**src/rtl/core/fsp_pkg.sv**
```systemverilog
package fsp_pkg;

    // Flag bit positions in flag_bits
    localparam int unsigned FbZeropad = 0;
    localparam int unsigned FbLeft    = 1;
    localparam int unsigned FbHash    = 2;
    localparam int unsigned FbSpace   = 3;
    localparam int unsigned FbPlus    = 4;
    localparam int unsigned FbPrec    = 5;
    localparam int unsigned FbSigned  = 6;

    // Length codes
    localparam logic [2:0] LenNone = 3'd0;
    localparam logic [2:0] LenH    = 3'd1;
    localparam logic [2:0] LenHh   = 3'd2;
    localparam logic [2:0] LenL    = 3'd3;
    localparam logic [2:0] LenLl   = 3'd4;

    // Characters of the format syntax
    localparam logic [7:0] ChZero    = 8'h30;
    localparam logic [7:0] ChNine    = 8'h39;
    localparam logic [7:0] ChMinus   = 8'h2d;
    localparam logic [7:0] ChHash    = 8'h23;
    localparam logic [7:0] ChSpace   = 8'h20;
    localparam logic [7:0] ChPlus    = 8'h2b;
    localparam logic [7:0] ChStar    = 8'h2a;
    localparam logic [7:0] ChDot     = 8'h2e;
    localparam logic [7:0] ChLowL    = 8'h6c;
    localparam logic [7:0] ChLowH    = 8'h68;
    localparam logic [7:0] ChLowC    = 8'h63;
    localparam logic [7:0] ChLowS    = 8'h73;
    localparam logic [7:0] ChLowP    = 8'h70;
    localparam logic [7:0] ChLowD    = 8'h64;
    localparam logic [7:0] ChLowI    = 8'h69;
    localparam logic [7:0] ChLowU    = 8'h75;
    localparam logic [7:0] ChLowX    = 8'h78;
    localparam logic [7:0] ChUpX     = 8'h58;
    localparam logic [7:0] ChPercent = 8'h25;

    typedef struct packed {
        logic [7:0]         ch;
        logic signed [31:0] star_value;
        logic               first_char;
    } t_fsp_in;

    typedef struct packed {
        logic [6:0]  flag_bits;
        logic [15:0] field_width;
        logic [15:0] precision_value;
        logic [2:0]  length_code;
        logic [7:0]  conversion;
        logic        spec_valid;
        logic        char_consumed;
    } t_fsp_out;

endpackage

```
**src/rtl/core/fsp_stream_if.sv**
```systemverilog
interface fsp_stream_if #(
    parameter type T = logic
);
    logic valid;
    logic ready;
    T     data;

    modport source (output valid, output data, input ready);
    modport sink (input valid, input data, output ready);
endinterface

```
**src/rtl/core/fsp_sat_acc.sv**
```systemverilog
module fsp_sat_acc #(
    parameter int unsigned COUNT_BITS = 16
) (
    input  logic [COUNT_BITS-1:0] i_acc,
    input  logic [3:0]            i_digit,
    input  logic [31:0]           i_star_mag,
    output logic [COUNT_BITS-1:0] o_digit_acc,
    output logic [COUNT_BITS-1:0] o_star_acc
);
    localparam int unsigned WideBits = COUNT_BITS + 4;
    localparam logic [WideBits-1:0] WideMax = {4'b0, {COUNT_BITS{1'b1}}};
    localparam logic [31:0] MagMax = 32'({COUNT_BITS{1'b1}});

    logic [WideBits-1:0] acc_ext;
    logic [WideBits-1:0] wide;

    // acc * 10 + digit as shift-add, then saturate
    assign acc_ext = {4'b0, i_acc};
    assign wide = (acc_ext << 3) + (acc_ext << 1) + WideBits'(i_digit);
    assign o_digit_acc = (wide > WideMax) ? {COUNT_BITS{1'b1}} : wide[COUNT_BITS-1:0];

    // Saturate the star magnitude to the count range
    assign o_star_acc = (i_star_mag > MagMax) ? {COUNT_BITS{1'b1}}
                                              : i_star_mag[COUNT_BITS-1:0];
endmodule

```
**src/rtl/core/format_spec_parser.sv**
```systemverilog
// Streaming printf conversion-specification parser. Feed the characters that
// follow a percent sign one beat at a time; first_char clears any partial
// specification. Flags, width, precision (digits or star argument) and length
// are gathered until a specifier, a NUL or an unknown character ends the
// specification; that beat produces one result beat and the parser starts
// over. Throughput is one character per cycle unless the input is held off:
// the next state is formed from the current state, the critical path being
// the saturating multiply-by-ten accumulate. Results come out of a register
// in the cycle after the ending character. While a result beat waits and the
// output is not ready, the input is held off; a result taken in the same cycle
// frees the register at once, so a steady sink sees no gaps.
// Counts saturate at 2**COUNT_BITS-1 and the low 16 bits are reported.
module format_spec_parser #(
    parameter int unsigned COUNT_BITS = 16
) (
    input  logic         i_clk,
    input  logic         i_rst_n,
    fsp_stream_if.sink   i_in,
    fsp_stream_if.source o_out
);
    import fsp_pkg::*;

    localparam logic [2:0] PhFlags  = 3'd0;
    localparam logic [2:0] PhWdig   = 3'd1;
    localparam logic [2:0] PhPrec   = 3'd2;
    localparam logic [2:0] PhDot    = 3'd3;
    localparam logic [2:0] PhPdig   = 3'd4;
    localparam logic [2:0] PhLen    = 3'd5;
    localparam logic [2:0] PhSecond = 3'd6;
    localparam logic [2:0] PhSpec   = 3'd7;

    logic [2:0]            r_phase, n_phase;
    logic [6:0]            r_flag, n_flag;
    logic [COUNT_BITS-1:0] r_width, n_width;
    logic [COUNT_BITS-1:0] r_prec, n_prec;
    logic [2:0]            r_len, n_len;
    t_fsp_out              r_out, n_out;
    logic                  r_out_valid;

    logic [2:0]            st_phase;
    logic [6:0]            st_flag;
    logic [COUNT_BITS-1:0] st_width;
    logic [COUNT_BITS-1:0] st_prec;
    logic [2:0]            st_len;

    logic [7:0]            ch;
    logic [31:0]           sv;
    logic                  neg;
    logic [31:0]           mag;
    logic                  is_dig;
    logic [3:0]            digit;
    logic [COUNT_BITS-1:0] digit_ext;
    logic [COUNT_BITS-1:0] w_digit_acc, w_star_acc;
    logic [COUNT_BITS-1:0] p_digit_acc, p_star_acc;
    logic [15:0]           width16, prec16;
    logic                  emit;
    logic                  accept;

    // Decode the input beat
    assign ch        = i_in.data.ch;
    assign sv        = i_in.data.star_value;
    assign neg       = sv[31];
    assign mag       = neg ? (~sv + 32'd1) : sv;
    assign is_dig    = (ch >= ChZero) && (ch <= ChNine);
    assign digit     = is_dig ? 4'(ch - ChZero) : 4'd0;
    assign digit_ext = COUNT_BITS'(digit);

    // Start from cleared state on the first character
    always_comb begin
        if (i_in.data.first_char) begin
            st_phase = PhFlags;
            st_flag  = '0;
            st_width = '0;
            st_prec  = '0;
            st_len   = LenNone;
        end else begin
            st_phase = r_phase;
            st_flag  = r_flag;
            st_width = r_width;
            st_prec  = r_prec;
            st_len   = r_len;
        end
    end

    fsp_sat_acc #(.COUNT_BITS(COUNT_BITS)) u_width_acc (
        .i_acc       (st_width),
        .i_digit     (digit),
        .i_star_mag  (mag),
        .o_digit_acc (w_digit_acc),
        .o_star_acc  (w_star_acc)
    );

    fsp_sat_acc #(.COUNT_BITS(COUNT_BITS)) u_prec_acc (
        .i_acc       (st_prec),
        .i_digit     (digit),
        .i_star_mag  (mag),
        .o_digit_acc (p_digit_acc),
        .o_star_acc  (p_star_acc)
    );

    // Report the low 16 bits of the counts
    generate
        if (COUNT_BITS >= 16) begin : g_wide_count
            assign width16 = st_width[15:0];
            assign prec16  = st_prec[15:0];
        end else begin : g_narrow_count
            assign width16 = {{(16 - COUNT_BITS){1'b0}}, st_width};
            assign prec16  = {{(16 - COUNT_BITS){1'b0}}, st_prec};
        end
    endgenerate

    // Walk the phases; a character that does not fit falls through
    always_comb begin
        logic [2:0] p;
        logic       done;
        logic       spec_ok;
        logic [6:0] res_flag;

        n_phase  = st_phase;
        n_flag   = st_flag;
        n_width  = st_width;
        n_prec   = st_prec;
        n_len    = st_len;
        p        = st_phase;
        done     = 1'b0;
        spec_ok  = 1'b1;
        res_flag = st_flag;
        emit     = 1'b0;
        n_out    = '0;

        // Flags and width
        if (p == PhFlags) begin
            done = 1'b1;
            priority if (ch == ChZero) begin
                n_flag[FbZeropad] = 1'b1;
            end else if (ch == ChMinus) begin
                n_flag[FbLeft] = 1'b1;
            end else if (ch == ChHash) begin
                n_flag[FbHash] = 1'b1;
            end else if (ch == ChSpace) begin
                n_flag[FbSpace] = 1'b1;
            end else if (ch == ChPlus) begin
                n_flag[FbPlus] = 1'b1;
            end else if (is_dig) begin
                n_width = digit_ext;
                n_phase = PhWdig;
            end else if (ch == ChStar) begin
                if (neg) begin
                    n_flag[FbLeft] = 1'b1;
                end
                n_width = w_star_acc;
                n_phase = PhPrec;
            end else begin
                done = 1'b0;
                p    = PhPrec;
            end
        end else if (p == PhWdig) begin
            if (is_dig) begin
                n_width = w_digit_acc;
                done    = 1'b1;
            end else begin
                p = PhPrec;
            end
        end

        // Precision
        if (!done) begin
            if (p == PhPrec) begin
                if (ch == ChDot) begin
                    n_flag[FbPrec] = 1'b1;
                    n_prec  = '0;
                    n_phase = PhDot;
                    done    = 1'b1;
                end else begin
                    p = PhLen;
                end
            end else if (p == PhDot) begin
                if (is_dig) begin
                    n_prec  = digit_ext;
                    n_phase = PhPdig;
                    done    = 1'b1;
                end else if (ch == ChStar) begin
                    if (neg) begin
                        n_flag[FbPrec] = 1'b0;
                        n_prec = '0;
                    end else begin
                        n_prec = p_star_acc;
                    end
                    n_phase = PhLen;
                    done    = 1'b1;
                end else begin
                    p = PhLen;
                end
            end else if (p == PhPdig) begin
                if (is_dig) begin
                    n_prec = p_digit_acc;
                    done   = 1'b1;
                end else begin
                    p = PhLen;
                end
            end
        end

        // Length modifier
        if (!done) begin
            if (p == PhLen) begin
                if (ch == ChLowL || ch == ChLowH) begin
                    n_len   = (ch == ChLowL) ? LenL : LenH;
                    n_phase = PhSecond;
                    done    = 1'b1;
                end
            end else if (p == PhSecond) begin
                if (ch == ChLowL && st_len == LenL) begin
                    n_len   = LenLl;
                    n_phase = PhSpec;
                    done    = 1'b1;
                end else if (ch == ChLowH && st_len == LenH) begin
                    n_len   = LenHh;
                    n_phase = PhSpec;
                    done    = 1'b1;
                end
            end
        end

        // Specifier ends the parse, valid or not
        if (!done) begin
            priority if (ch == ChLowC) begin
                res_flag[FbPrec] = 1'b1;
            end else if (ch == ChLowP) begin
                res_flag[FbHash] = 1'b1;
            end else if (ch == ChLowD || ch == ChLowI) begin
                res_flag[FbSigned] = 1'b1;
                res_flag[FbHash]   = 1'b0;
            end else if (ch == ChLowU) begin
                res_flag[FbHash] = 1'b0;
            end else if (ch == ChLowS || ch == ChLowX || ch == ChUpX
                         || ch == ChPercent) begin
                res_flag = st_flag;
            end else begin
                spec_ok = 1'b0;
            end

            emit                  = 1'b1;
            n_out.flag_bits       = res_flag;
            n_out.field_width     = width16;
            n_out.precision_value = res_flag[FbPrec] ? prec16 : 16'd0;
            n_out.length_code     = st_len;
            n_out.conversion      = ch;
            n_out.spec_valid      = spec_ok;
            n_out.char_consumed   = spec_ok;

            n_phase = PhFlags;
            n_flag  = '0;
            n_width = '0;
            n_prec  = '0;
            n_len   = LenNone;
        end
    end

    // Accept while the result register is free or draining
    assign i_in.ready = !r_out_valid || o_out.ready;
    assign accept     = i_in.valid && i_in.ready;

    // Advance the parse state
    always_ff @(posedge i_clk) begin
        if (!i_rst_n) begin
            r_phase <= PhFlags;
            r_flag  <= '0;
            r_width <= '0;
            r_prec  <= '0;
            r_len   <= LenNone;
        end else if (accept) begin
            r_phase <= n_phase;
            r_flag  <= n_flag;
            r_width <= n_width;
            r_prec  <= n_prec;
            r_len   <= n_len;
        end
    end

    // Hold the result beat until taken
    always_ff @(posedge i_clk) begin
        if (!i_rst_n) begin
            r_out_valid <= 1'b0;
        end else if (accept && emit) begin
            r_out_valid <= 1'b1;
        end else if (o_out.ready) begin
            r_out_valid <= 1'b0;
        end
    end

    always_ff @(posedge i_clk) begin
        if (accept && emit) begin
            r_out <= n_out;
        end
    end

    assign o_out.valid = r_out_valid;
    assign o_out.data  = r_out;
endmodule

```
**src/flat_wrapper.sv**
```systemverilog
// flat-port wrapper written by rule: the top's interface ports become plain ports
module format_spec_parser_flat import fsp_pkg::*;
#(
    parameter int unsigned COUNT_BITS = 16
)
  (i_clk, i_rst_n, i_in_valid, i_in_data, i_in_ready, o_out_valid, o_out_data, o_out_ready);
  fsp_stream_if #(.T(t_fsp_in)) i_in_i ();
  fsp_stream_if #(.T(t_fsp_out)) o_out_i ();
  input  logic i_clk;
  input  logic i_rst_n;
  input wire logic [$bits(i_in_i.valid)-1:0] i_in_valid;
  input wire logic [$bits(i_in_i.data)-1:0] i_in_data;
  output wire logic [$bits(i_in_i.ready)-1:0] i_in_ready;
  output wire logic [$bits(o_out_i.valid)-1:0] o_out_valid;
  output wire logic [$bits(o_out_i.data)-1:0] o_out_data;
  input wire logic [$bits(o_out_i.ready)-1:0] o_out_ready;
  assign i_in_i.valid = i_in_valid;
  assign i_in_i.data = i_in_data;
  assign i_in_ready = i_in_i.ready;
  assign o_out_valid = o_out_i.valid;
  assign o_out_data = o_out_i.data;
  assign o_out_i.ready = o_out_ready;
  format_spec_parser #(.COUNT_BITS(COUNT_BITS)) u_core (.i_clk(i_clk), .i_rst_n(i_rst_n), .i_in(i_in_i), .o_out(o_out_i));
endmodule
```
**config.mk**
```make
export PLATFORM = sky130hd
export DESIGN_NAME = format_spec_parser_flat
export DESIGN_NICKNAME = d
export VERILOG_FILES = /design/src/rtl/core/fsp_pkg.sv /design/src/rtl/core/fsp_stream_if.sv /design/src/rtl/core/fsp_sat_acc.sv /design/src/rtl/core/format_spec_parser.sv /design/src/flat_wrapper.sv
export SDC_FILE = /design/constraint.sdc
export NUM_CORES = 1
export LEC_CHECK = 0
export BUFFER_PORTS_ARGS = -buffer_cell sky130_fd_sc_hd__buf_2
export CAP_MARGIN = 20
export CORE_ASPECT_RATIO = 0.5
export CORE_MARGIN = 2
export CORE_UTILIZATION = 28
export DETAILED_ROUTE_END_ITERATION = 10
export SYNTH_ARGS = -nofsm -noshare
export SYNTH_HDL_FRONTEND = slang
export SYNTH_SLANG_ARGS = --single-unit
```
**constraint.sdc**
```tcl
create_clock -name i_clk -period 6.4 [get_ports i_clk]
set_input_delay 1.28 -clock i_clk [delete_from_list [all_inputs] [get_ports i_clk]]
set_output_delay 1.28 -clock i_clk [all_outputs]
set_load 0.02 [all_outputs]
```
==> flow_metrics.env, run 1 <==
export IMPL_status="complete, no violations"
export IMPL_antenna_found_initial=0
export IMPL_grtUsageTotal_pct=18.6
export IMPL_finClkSkew_ns=0.0139
export IMPL_die_h_um=127
export IMPL_hold_path_class="register to register"
export IMPL_gp_congestion=0.946
export IMPL_setup_viol=0
export IMPL_rsz0062_at_grt="no"
export IMPL_syn_avg_cell_area_sq_um=8.27
export IMPL_drtIter0Drc=1051
export IMPL_hold_violations=0
export IMPL_cpPeakStageDelay_ns=0.49
export IMPL_drv_slew=0
export IMPL_crit_chain="buf_2 -> inv_1 -> buf_4 -> nand2_1 -> inv_1 -> fa_1 -> fa_1 -> a211oi_1 -> nor2_1 -> o2bb2ai_1 -> o31ai_1 -> mux2i_1 -> a21o_1 -> o221ai_1 -> a31oi_1"
export IMPL_first_pass_iters=6
export IMPL_cts_max_level=3
export IMPL_grt_max_degree=37
export IMPL_route_met2_wl_um=12800
export IMPL_grt_pass1_wl_um=46900
export IMPL_cts_root_buffer="clkbuf_16"
export IMPL_wl_met3_um=2470
export IMPL_vias_per_cell=5.88
export IMPL_synth_distinct_cells=84
export IMPL_netlist_area_sq_um=8480
export IMPL_drive_gt1_share_pct=14.1
export IMPL_postSynthCellCount=1025
export IMPL_relSlewSlack_pct=35.9
export IMPL_cts_resized=0
export IMPL_synth_largest_area_cell="edfxtp_1"
export IMPL_whs_ns=0.447
export IMPL_final_area_sq_um=9720
export IMPL_crit_arrival_ns=5.38
export IMPL_wl_per_cell_um=20.2
export IMPL_synthTopCellsByArea="edfxtp_1 (18%), dfxtp_1 (11%), ha_1 (9.0%)"
export IMPL_ys_seq_area_share_pct=28.9
export IMPL_yosys_register_bits=97
export IMPL_maxCapViolations=0
export IMPL_clk_path_buf_depth=2
export IMPL_diodes=0
export IMPL_dp_slack_ns=0.999
export IMPL_dpl_cell_count=1481
export IMPL_top_layer_used="met4"
export IMPL_worstMarginPinSlew_ns=0.951
export IMPL_die_area_sq_um=31800
export IMPL_p_leak_nw=3.95
export IMPL_place_hpwl_um=23200
export IMPL_synth_edf_count=51
export IMPL_drt_total_wl_um=30200
export IMPL_clk_pin_slew_ns=0.06
export IMPL_cts_setup_buffers=0
export IMPL_worstSetupPathType="input port to register"
export IMPL_slowest_stage="fa_1"
export IMPL_placed_area_sq_um=9390
export IMPL_std_cell_rows=44
export IMPL_fin_tns_setup_ns=0
export IMPL_peakVddDrop_mv=0.136
export IMPL_final_cells=1497
export IMPL_setup_slack_ns=1.30
export IMPL_yosysWarnings=0
export IMPL_crit_path_max_fanout=16
export IMPL_clock_fmax_ghz=0.196
export IMPL_cts_buffers=9
export IMPL_end_kind="register"
export IMPL_fin_nets=1211
export IMPL_finalCriticalPeriod_ns=5.10
export IMPL_grt_pass1_vias=8310
export IMPL_startpoint_type="input port"
export IMPL_n_fill_cell=3143
export IMPL_powerDensity_nw_per_um2=160
export IMPL_grt_overflow=0
export IMPL_ant_nets=0
export IMPL_drc=0
export IMPL_yosysTopAreaCellShare_pct=18.1
export IMPL_core_area_sq_um=29400
export IMPL_ios=99
export IMPL_cts_sinks=97
export IMPL_num_vias=8799
export IMPL_start_util_pct=28.8
export IMPL_synthToLayoutAreaGrowth_pct=14.6
export IMPL_hold_buffers=0
export IMPL_synthArstFlopShare_pct=0
export IMPL_synth_nets=1135
export IMPL_insertion_delay_ns=0.36
export IMPL_dieWidth_um=250
export IMPL_ys_flop_type="edfxtp_1"
export IMPL_cts_tree="built"
export IMPL_met1Wirelength_um=13700
export IMPL_min_period_over_period_pct=79.7
export IMPL_cp_required_ns=6.68
export IMPL_io_buffers=98
-- worst max-delay path: cells and delay by family --
family                   cells  cell delay [ns]
AO/OA/AOI/OAI                6             1.68
adder cells (fa/ha/maj)      2             0.98
buffers and inverters        4             0.97
multiplexers                 1             0.21
AND/OR/NAND/NOR              2             0.23
-- cells in the mapped netlist (all sizes together), types with 12 or more instances --
cell type / number
o21ai: 63
o31ai: 15
edfxtp: 51
a21o: 13
nor2b: 23
xnor2: 30
dfxtp: 46
nand4: 13
inv: 41
nand3: 40
a21oi: 66
o21a: 12
xor2: 12
ha: 61
clkbuf: 42
nand2: 88
nor3: 32
and3: 29
o211ai: 17
nor2: 93
a211oi: 15
o221ai: 22
-- sequential cells by signal, indices dropped and copies added, names as in the netlist --
signal and cells:
u_core.r_flag 7, u_core.r_width 16, u_core.r_prec 16, u_core.r_phase 3, u_core.r_len 3, u_core.o_out.valid 1
u_core.o_out.data 51
-- per-layer routing --
layer | up-vias | global-route usage (%)
met2 | 427 | 28.0
met3 | 77 | 3.93
li1 | 4094 | -
met5 | - | 0
met4 | 0 | 8.21
met1 | 4201 | 25.6
-- logic make-up after synthesis --
group | synth area share [%]
multiplexers | 0.738
flip-flops | 28.9
AO/OA/AOI/OAI | 27.1
adder cells (fa/ha/maj) | 9.95
AND/OR/NAND/NOR | 24.4
XOR/XNOR | 4.34
buffers and inverters | 4.56
-- report_power, final --
part	internal [mW]	switching, mW
Clock	0.357	0.255
Sequential	0.680	0.00708
Combinational	0.0695	0.183
Total	1.11	0.446
-- per-stage QoR --
stage               power [mW]  utilization, %
finish                    1.55            33.1
global route              1.60            33.1
CTS                       1.56            33.1
detailed placement       0.951            31.9
global placement         0.948            31.9
floorplan                0.848               -
-- path summary, 6_finish.rpt --
| kind | from | to | slack, ns | cells after the start |
|---|---|---|---|---|
| max | i_in_data[0] | u_core.r_width[7]$_SDFFE_PN0P_ | 1.30 | 15 |
| min | u_core.r_width[13]$_SDFFE_PN0P_ | u_core.r_width[13]$_SDFFE_PN0P_ | 0.45 | 2 |
| max reg2reg | u_core.r_prec[0]$_SDFFE_PN0P_ | u_core.r_prec[12]$_SDFFE_PN0P_ | 2.57 | 12 |
| min reg2reg | u_core.r_width[13]$_SDFFE_PN0P_ | u_core.r_width[13]$_SDFFE_PN0P_ | 0.45 | 2 |
-- final cells by class --
cell class | count | area [sq um] | share of cell area [%]
flip-flops and latches | 97 | 2450 | 25.2
multi-input cells | 831 | 5640 | 58.1
repair buffers | 118 | 641 | 6.59
well taps | 391 | 489 | 5.03
inverters | 44 | 165 | 1.70
clock buffers | 11 | 243 | 2.50
clock inverters | 5 | 86.3 | 0.888
-- placed cells by master (no fill, tap or decap), types with 31 or more instances in the layout --
master,instances
a21oi_1,65
buf_2,98
dfxtp_1,46
edfxtp_1,51
ha_1,61
inv_1,40
nand2_1,88
nand3_1,39
nor2_1,92
nor3_1,31
o21ai_0,61
(Power assumes the default switching activity.)
==> run 2: changes to the inputs <==
--- a/config.mk
+++ b/config.mk
@@ -5,6 +5,7 @@
 export SDC_FILE = /design/constraint.sdc
 export NUM_CORES = 1
 export LEC_CHECK = 0
+export ABC_AREA = 1
 export BUFFER_PORTS_ARGS = -buffer_cell sky130_fd_sc_hd__buf_2
 export CAP_MARGIN = 20
 export CORE_ASPECT_RATIO = 0.5
==> constraint.sdc (replaced) <==
create_clock -name i_clk -period 4.8 [get_ports i_clk]
set_input_delay 0.96 -clock i_clk [delete_from_list [all_inputs] [get_ports i_clk]]
set_output_delay 0.96 -clock i_clk [all_outputs]
set_load 0.02 [all_outputs]
==> flow_metrics.env, run 2 <==
export IMPL_antenna_found_initial=0
export IMPL_insertion_delay_ns=0.38
export IMPL_hold_buffers=0
export IMPL_powerDensity_nw_per_um2=179
export IMPL_startpoint_type="input port"
export IMPL_num_vias=10600
export IMPL_finClkSkew_ns=0.0134
export IMPL_relSlewSlack_pct=34.5
export IMPL_drv_slew=0
export IMPL_drive_gt1_share_pct=12.1
export IMPL_hold_violations=0
export IMPL_slowest_stage="fa_1"
export IMPL_diodes=0
export IMPL_netlist_area_sq_um=9770
export IMPL_crit_path_max_fanout=13
export IMPL_synthToLayoutAreaGrowth_pct=14.6
export IMPL_mostFrequentLayoutCells="nand2_1 (437), nor2_1 (230), a21oi_1 (152)"
export IMPL_fin_tns_setup_ns=0
export IMPL_cp_required_ns=5.02
export IMPL_dieWidth_um=268
export IMPL_yosys_register_bits=97
export IMPL_synthArstFlopShare_pct=0
export IMPL_yosysMostFrequentCell="nand2_1"
export IMPL_fin_nets=1765
export IMPL_startpoint="i_in_data[40]"
export IMPL_grtUsageTotal_pct=18.3
export IMPL_wl_per_cell_um=15.5
export IMPL_grt_pass1_vias=9914
export IMPL_first_pass_iters=5
export IMPL_io_buffers=98
export IMPL_hold_path_class="register to register"
export IMPL_crit_arrival_ns=4.48
export IMPL_synth_edf_count=51
export IMPL_ys_seq_area_share_pct=25.1
export IMPL_cpMostUsedCell="nand2_1"
export IMPL_drt_total_wl_um=33000
export IMPL_clk_path_buf_depth=2
export IMPL_route_met2_wl_um=15300
export IMPL_cts_max_level=3
export IMPL_multi_input_area_sq_um=6490
export IMPL_min_period_over_period_pct=88.8
export IMPL_top_layer_used="met4"
export IMPL_r2r_start="u_core.r_phase[2]$_SDFFE_PN0P_"
export IMPL_end_kind="register"
export IMPL_maxCapViolations=0
export IMPL_dpl_cell_count=2119
export IMPL_final_cells=2135
export IMPL_worstSetupPathType="input port to register"
export IMPL_finalCriticalPeriod_ns=4.26
export IMPL_yosysWarnings=0
export IMPL_gp_congestion=0.924
export IMPL_n_fill_cell=3810
export IMPL_drc=0
export IMPL_synth_nets=1680
export IMPL_cts_buffers=9
export IMPL_core_area_sq_um=34400
export IMPL_finalPower_mw=2.01
export IMPL_clock_fmax_ghz=0.235
export IMPL_grt_overflow=0
export IMPL_die_area_sq_um=36500
export IMPL_cpPeakStageDelay_ns=0.52
export IMPL_wl_met3_um=2190
export IMPL_status="complete, no violations"
export IMPL_clk_pin_slew_ns=0.08
export IMPL_synth_distinct_cells=54
export IMPL_drtIter0Drc=907
export IMPL_layout_commonest_cell="nand2_1"
export IMPL_die_h_um=136
export IMPL_vias_per_cell=4.98
export IMPL_crit_chain="buf_2 -> nor2_2 -> nand2_2 -> nor2_4 -> inv_2 -> nor2_1 -> fa_1 -> fa_1 -> nand3_1 -> nand2_1 -> nand2_1 -> nand3_1 -> nand3_1 -> nand2_1 -> nand2_1 -> nand2_1 -> nor2_1 -> nand2_4 -> o21bai_1 -> nand2_1 -> nand3_1 -> nand2_1 -> nand2_1 -> a21oi_1"
export IMPL_peakVddDrop_mv=0.159
export IMPL_yosysTopAreaCellShare_pct=16.8
export IMPL_worstMarginPinSlew_ns=0.983
export IMPL_ys_flop_type="edfxtp_1"
export IMPL_synthTopCellsByCount="nand2_1 (438), nor2_1 (231), a21oi_1 (152)"
export IMPL_p_leak_nw=5.63
export IMPL_syn_avg_cell_area_sq_um=6.23
export IMPL_largest_register_ffs=51
export IMPL_synthTopCellsByArea="nand2_1 (17%), edfxtp_1 (16%), dfxtp_1 (9.4%)"
export IMPL_grt_pass1_wl_um=52600
export IMPL_ant_nets=0
export IMPL_met1Wirelength_um=15000
export IMPL_setup_viol=0
export IMPL_place_hpwl_um=25200
export IMPL_std_cell_rows=48
export IMPL_hold_start="u_core.r_prec[11]$_SDFFE_PN0P_"
export IMPL_grt_max_degree=46
export IMPL_postSynthCellCount=1570
export IMPL_cts_root_buffer="clkbuf_16"
export IMPL_ios=99
export IMPL_rsz0062_at_grt="no"
export IMPL_start_util_pct=28.4
export IMPL_cts_sinks=97
export IMPL_register_area_sq_um=2450
export IMPL_synth_largest_area_cell="nand2_1"
export IMPL_cts_tree="built"
-- run 2: what timing repair did --
action	CTS	global route
setup buffers	0	0
setup endpoints to repair	0	13
resized for setup	0	3
-- run 2: final timing paths --
path,end,slack (ns),depth (start not counted)
max,u_core.r_prec[9]$_SDFFE_PN0P_,0.54,24
min,u_core.r_prec[11]$_SDFFE_PN0P_,0.46,2
max reg2reg,u_core.r_width[0]$_SDFFE_PN0P_,1.34,17
min reg2reg,u_core.r_prec[11]$_SDFFE_PN0P_,0.46,2
-- run 2: cell families after synthesis --
family,share of synthesized area (%)
buf+inv,8.64
xor+xnor,3.14
simple gates,36.4
fa+ha+maj,8.63
compound gates,18.1
flops,25.1
-- run 2: per-layer routing --
layer  vias up  GRT usage [%]
li1       5400              -
met1      4901           23.9
met2       302           30.8
met3        39           3.73
met4         0           4.72
met5         -              0
-- run 2: cell type report --
type / instances / area share [%]
Timing Repair Buffer: 130 / 6.75
Multi-Input combinational cell: 1259 / 58.0
Tap cell: 475 / 5.31
Clock inverter: 6 / 0.682
Inverter: 158 / 5.32
Clock buffer: 10 / 2.04
Sequential cell: 97 / 21.9
-- run 2: power breakdown --
part           switching (mW)  internal, mW
clock                   0.377         0.414
sequential            0.00789         0.900
combinational           0.220        0.0882
total                   0.604          1.40
-- run 2: stage by stage --
step | area (sq um) | hold WS, ns | setup slack, ns | utilization (%)
after floorplan | 9770 | 0.445 | 0.538 | -
after global placement | 10900 | 0.452 | -0.00413 | 31.6
after detailed placement | 10900 | 0.455 | -0.112 | 31.6
after CTS | 11200 | 0.467 | 0.272 | 32.5
after global routing | 11200 | 0.479 | 0.128 | 32.5
final | 11200 | 0.464 | 0.539 | 32.5
-- run 2: critical path: cells and delay by family --
family	cells	cell delay [ns]
AO/OA/AOI/OAI	2	0.24
AND/OR/NAND/NOR	18	2.11
adder cells (fa/ha/maj)	2	0.99
buffers and inverters	2	0.19
==> run 3: changes to the inputs <==
--- a/config.mk
+++ b/config.mk
@@ -12,6 +12,7 @@
 export CORE_MARGIN = 2
 export CORE_UTILIZATION = 28
 export DETAILED_ROUTE_END_ITERATION = 10
+export RECOVER_POWER = 25
 export SYNTH_ARGS = -nofsm -noshare
 export SYNTH_HDL_FRONTEND = slang
 export SYNTH_SLANG_ARGS = --single-unit
==> flow_metrics.env, run 3 (synthesis gave the netlist of run 2 again) <==
export IMPL_end_kind="register"
export IMPL_cts_buffers=9
export IMPL_cpPeakStageDelay_ns=0.52
export IMPL_regToRegSetupSlack_ns=1.36
export IMPL_grt_overflow=0
export IMPL_start_util_pct=28.4
export IMPL_dp_slack_ns=-0.112
export IMPL_min_period_over_period_pct=88.9
export IMPL_cts_max_level=3
export IMPL_r2r_start="u_core.r_phase[2]$_SDFFE_PN0P_"
export IMPL_cts_tree="built"
export IMPL_grt_max_degree=46
export IMPL_drc=0
export IMPL_clk_path_buf_depth=2
export IMPL_die_area_sq_um=36500
export IMPL_fin_nets=1765
export IMPL_ant_nets=0
export IMPL_relSlewSlack_pct=31.3
export IMPL_drt_total_wl_um=33000
export IMPL_diodes=0
export IMPL_reg2regPathDepth=17
export IMPL_p_leak_nw=5.47
export IMPL_min_to="u_core.r_prec[11]$_SDFFE_PN0P_"
export IMPL_die_h_um=136
export IMPL_wl_per_cell_um=15.5
export IMPL_first_pass_iters=5
export IMPL_whs_path_depth=2
export IMPL_final_area_sq_um=11100
export IMPL_io_buffers=98
export IMPL_worstMarginPinSlew_ns=1.03
export IMPL_grtUsageTotal_pct=18.3
export IMPL_setup_viol=0
export IMPL_slowest_stage="fa_1"
export IMPL_cpMostUsedCell="nand2_1"
export IMPL_synthToLayoutAreaGrowth_pct=13.9
export IMPL_status="complete, no violations"
export IMPL_powerDensity_nw_per_um2=180
export IMPL_crit_chain="clkbuf_1 -> nor2_2 -> nand2_2 -> nor2_4 -> inv_2 -> nor2_1 -> fa_1 -> fa_1 -> nand3_1 -> nand2_1 -> nand2_1 -> nand3_1 -> nand3_1 -> nand2_1 -> nand2_1 -> nand2_1 -> nor2_1 -> nand2_4 -> o21bai_1 -> nand2_1 -> nand3_1 -> nand2_1 -> nand2_1 -> a21oi_1"
export IMPL_num_vias=10600
export IMPL_drtIter0Drc=879
export IMPL_placed_area_sq_um=10900
export IMPL_largest_register_ffs=51
export IMPL_antenna_found_initial=0
export IMPL_hold_start="u_core.r_prec[11]$_SDFFE_PN0P_"
export IMPL_fin_util_pct=32.4
export IMPL_ios=99
export IMPL_hold_path_class="register to register"
export IMPL_worstSetupPathType="input port to register"
export IMPL_grt_pass1_vias=9914
export IMPL_drv_slew=0
export IMPL_maxCapViolations=0
export IMPL_cts_sinks=97
export IMPL_n_fill_cell=3823
export IMPL_peakVddDrop_mv=0.158
export IMPL_finClkSkew_ns=0.0126
export IMPL_drive_gt1_share_pct=9.10
export IMPL_whs_ns=0.464
export IMPL_layout_commonest_cell="nand2_1"
export IMPL_mostFrequentLayoutCells="nand2_1 (437), nor2_1 (230), a21oi_1 (152)"
export IMPL_setup_slack_ns=0.532
export IMPL_place_hpwl_um=25200
export IMPL_rsz0062_at_grt="no"
export IMPL_gp_congestion=0.924
export IMPL_grt_pass1_wl_um=52600
export IMPL_cts_root_buffer="clkbuf_16"
export IMPL_crit_arrival_ns=4.48
export IMPL_core_area_sq_um=34400
export IMPL_clk_pin_slew_ns=0.08
export IMPL_crit_path_max_fanout=13
export IMPL_finalCriticalPeriod_ns=4.27
export IMPL_vias_per_cell=4.99
export IMPL_clock_fmax_ghz=0.234
export IMPL_cp_required_ns=5.02
export IMPL_finalPower_mw=2.00
export IMPL_insertion_delay_ns=0.37
export IMPL_r2r_end="u_core.r_width[0]$_SDFFE_PN0P_"
export IMPL_startpoint_type="input port"
export IMPL_dieWidth_um=268
export IMPL_std_cell_rows=48
export IMPL_hold_violations=0
run 3: changes by cell type in the layout (fill, tap and decap cells not counted), sizes merged:
cell / delta
buf: -50
clkbuf: +50
run 3: cell type report:
cell class,count,area [sq um],share of cell area (%)
tap,475,594,5.34
inverter,158,596,5.35
timing repair buffer,130,693,6.23
clock inverter,6,76.3,0.685
multi-input combinational,1259,6490,58.3
sequential,97,2450,22.0
clock buffer,10,229,2.06
run 3: routing by layer:
layer	share of wire [%]	wire (um)	track usage, %
met1	45	15000	23.9
met2	46	15300	30.8
met3	6.6	2180	3.73
met4	1.6	522	4.72
met5	0	0	0
run 3: timing repair:
item | CTS | global route
endpoints found under the setup margin | 0 | 13
resized for setup | 0 | 3
buffers inserted | 0 | 0
hold buffers | 0 | 0
run 3: stage by stage:
step                setup TNS [ns]  cells
CTS                              0   2135
finish                           0   2135
floorplan                        0   1570
global route                     0   2135
detailed placement           -1.06   2119
global placement          -0.00893   2119
run 3: worst max-delay path: cells and delay by family:
kind	cells	cell delay, ns
AND/OR/NAND/NOR	18	2.11
adder cells (fa/ha/maj)	2	0.99
AO/OA/AOI/OAI	2	0.24
buffers and inverters	2	0.19
run 3: how the worst max path moves through the flow:
stage / startpoint / endpoint / cells past startpoint
6_report: i_in_data[40] / u_core.r_prec[9]$_SDFFE_PN0P_ / 24
3_3_place_gp: i_in_data[40] / u_core.r_prec[12]$_SDFFE_PN0P_ / 24
3_5_place_dp: i_in_data[40] / u_core.r_prec[9]$_SDFFE_PN0P_ / 24
5_1_grt: i_in_data[40] / u_core.r_prec[10]$_SDFFE_PN0P_ / 24
2_1_floorplan: i_in_data[40] / u_core.r_width[10]$_SDFFE_PN0P_ / 25
4_1_cts: i_in_data[40] / u_core.r_prec[9]$_SDFFE_PN0P_ / 24
run 3: where the power goes:
group / total [mW] / internal [mW] / switching, mW / leakage [nW]
Clock: 0.790 / 0.414 / 0.377 / 0.143
Sequential: 0.909 / 0.900 / 0.00924 / 0.884
Combinational: 0.301 / 0.0814 / 0.219 / 4.45
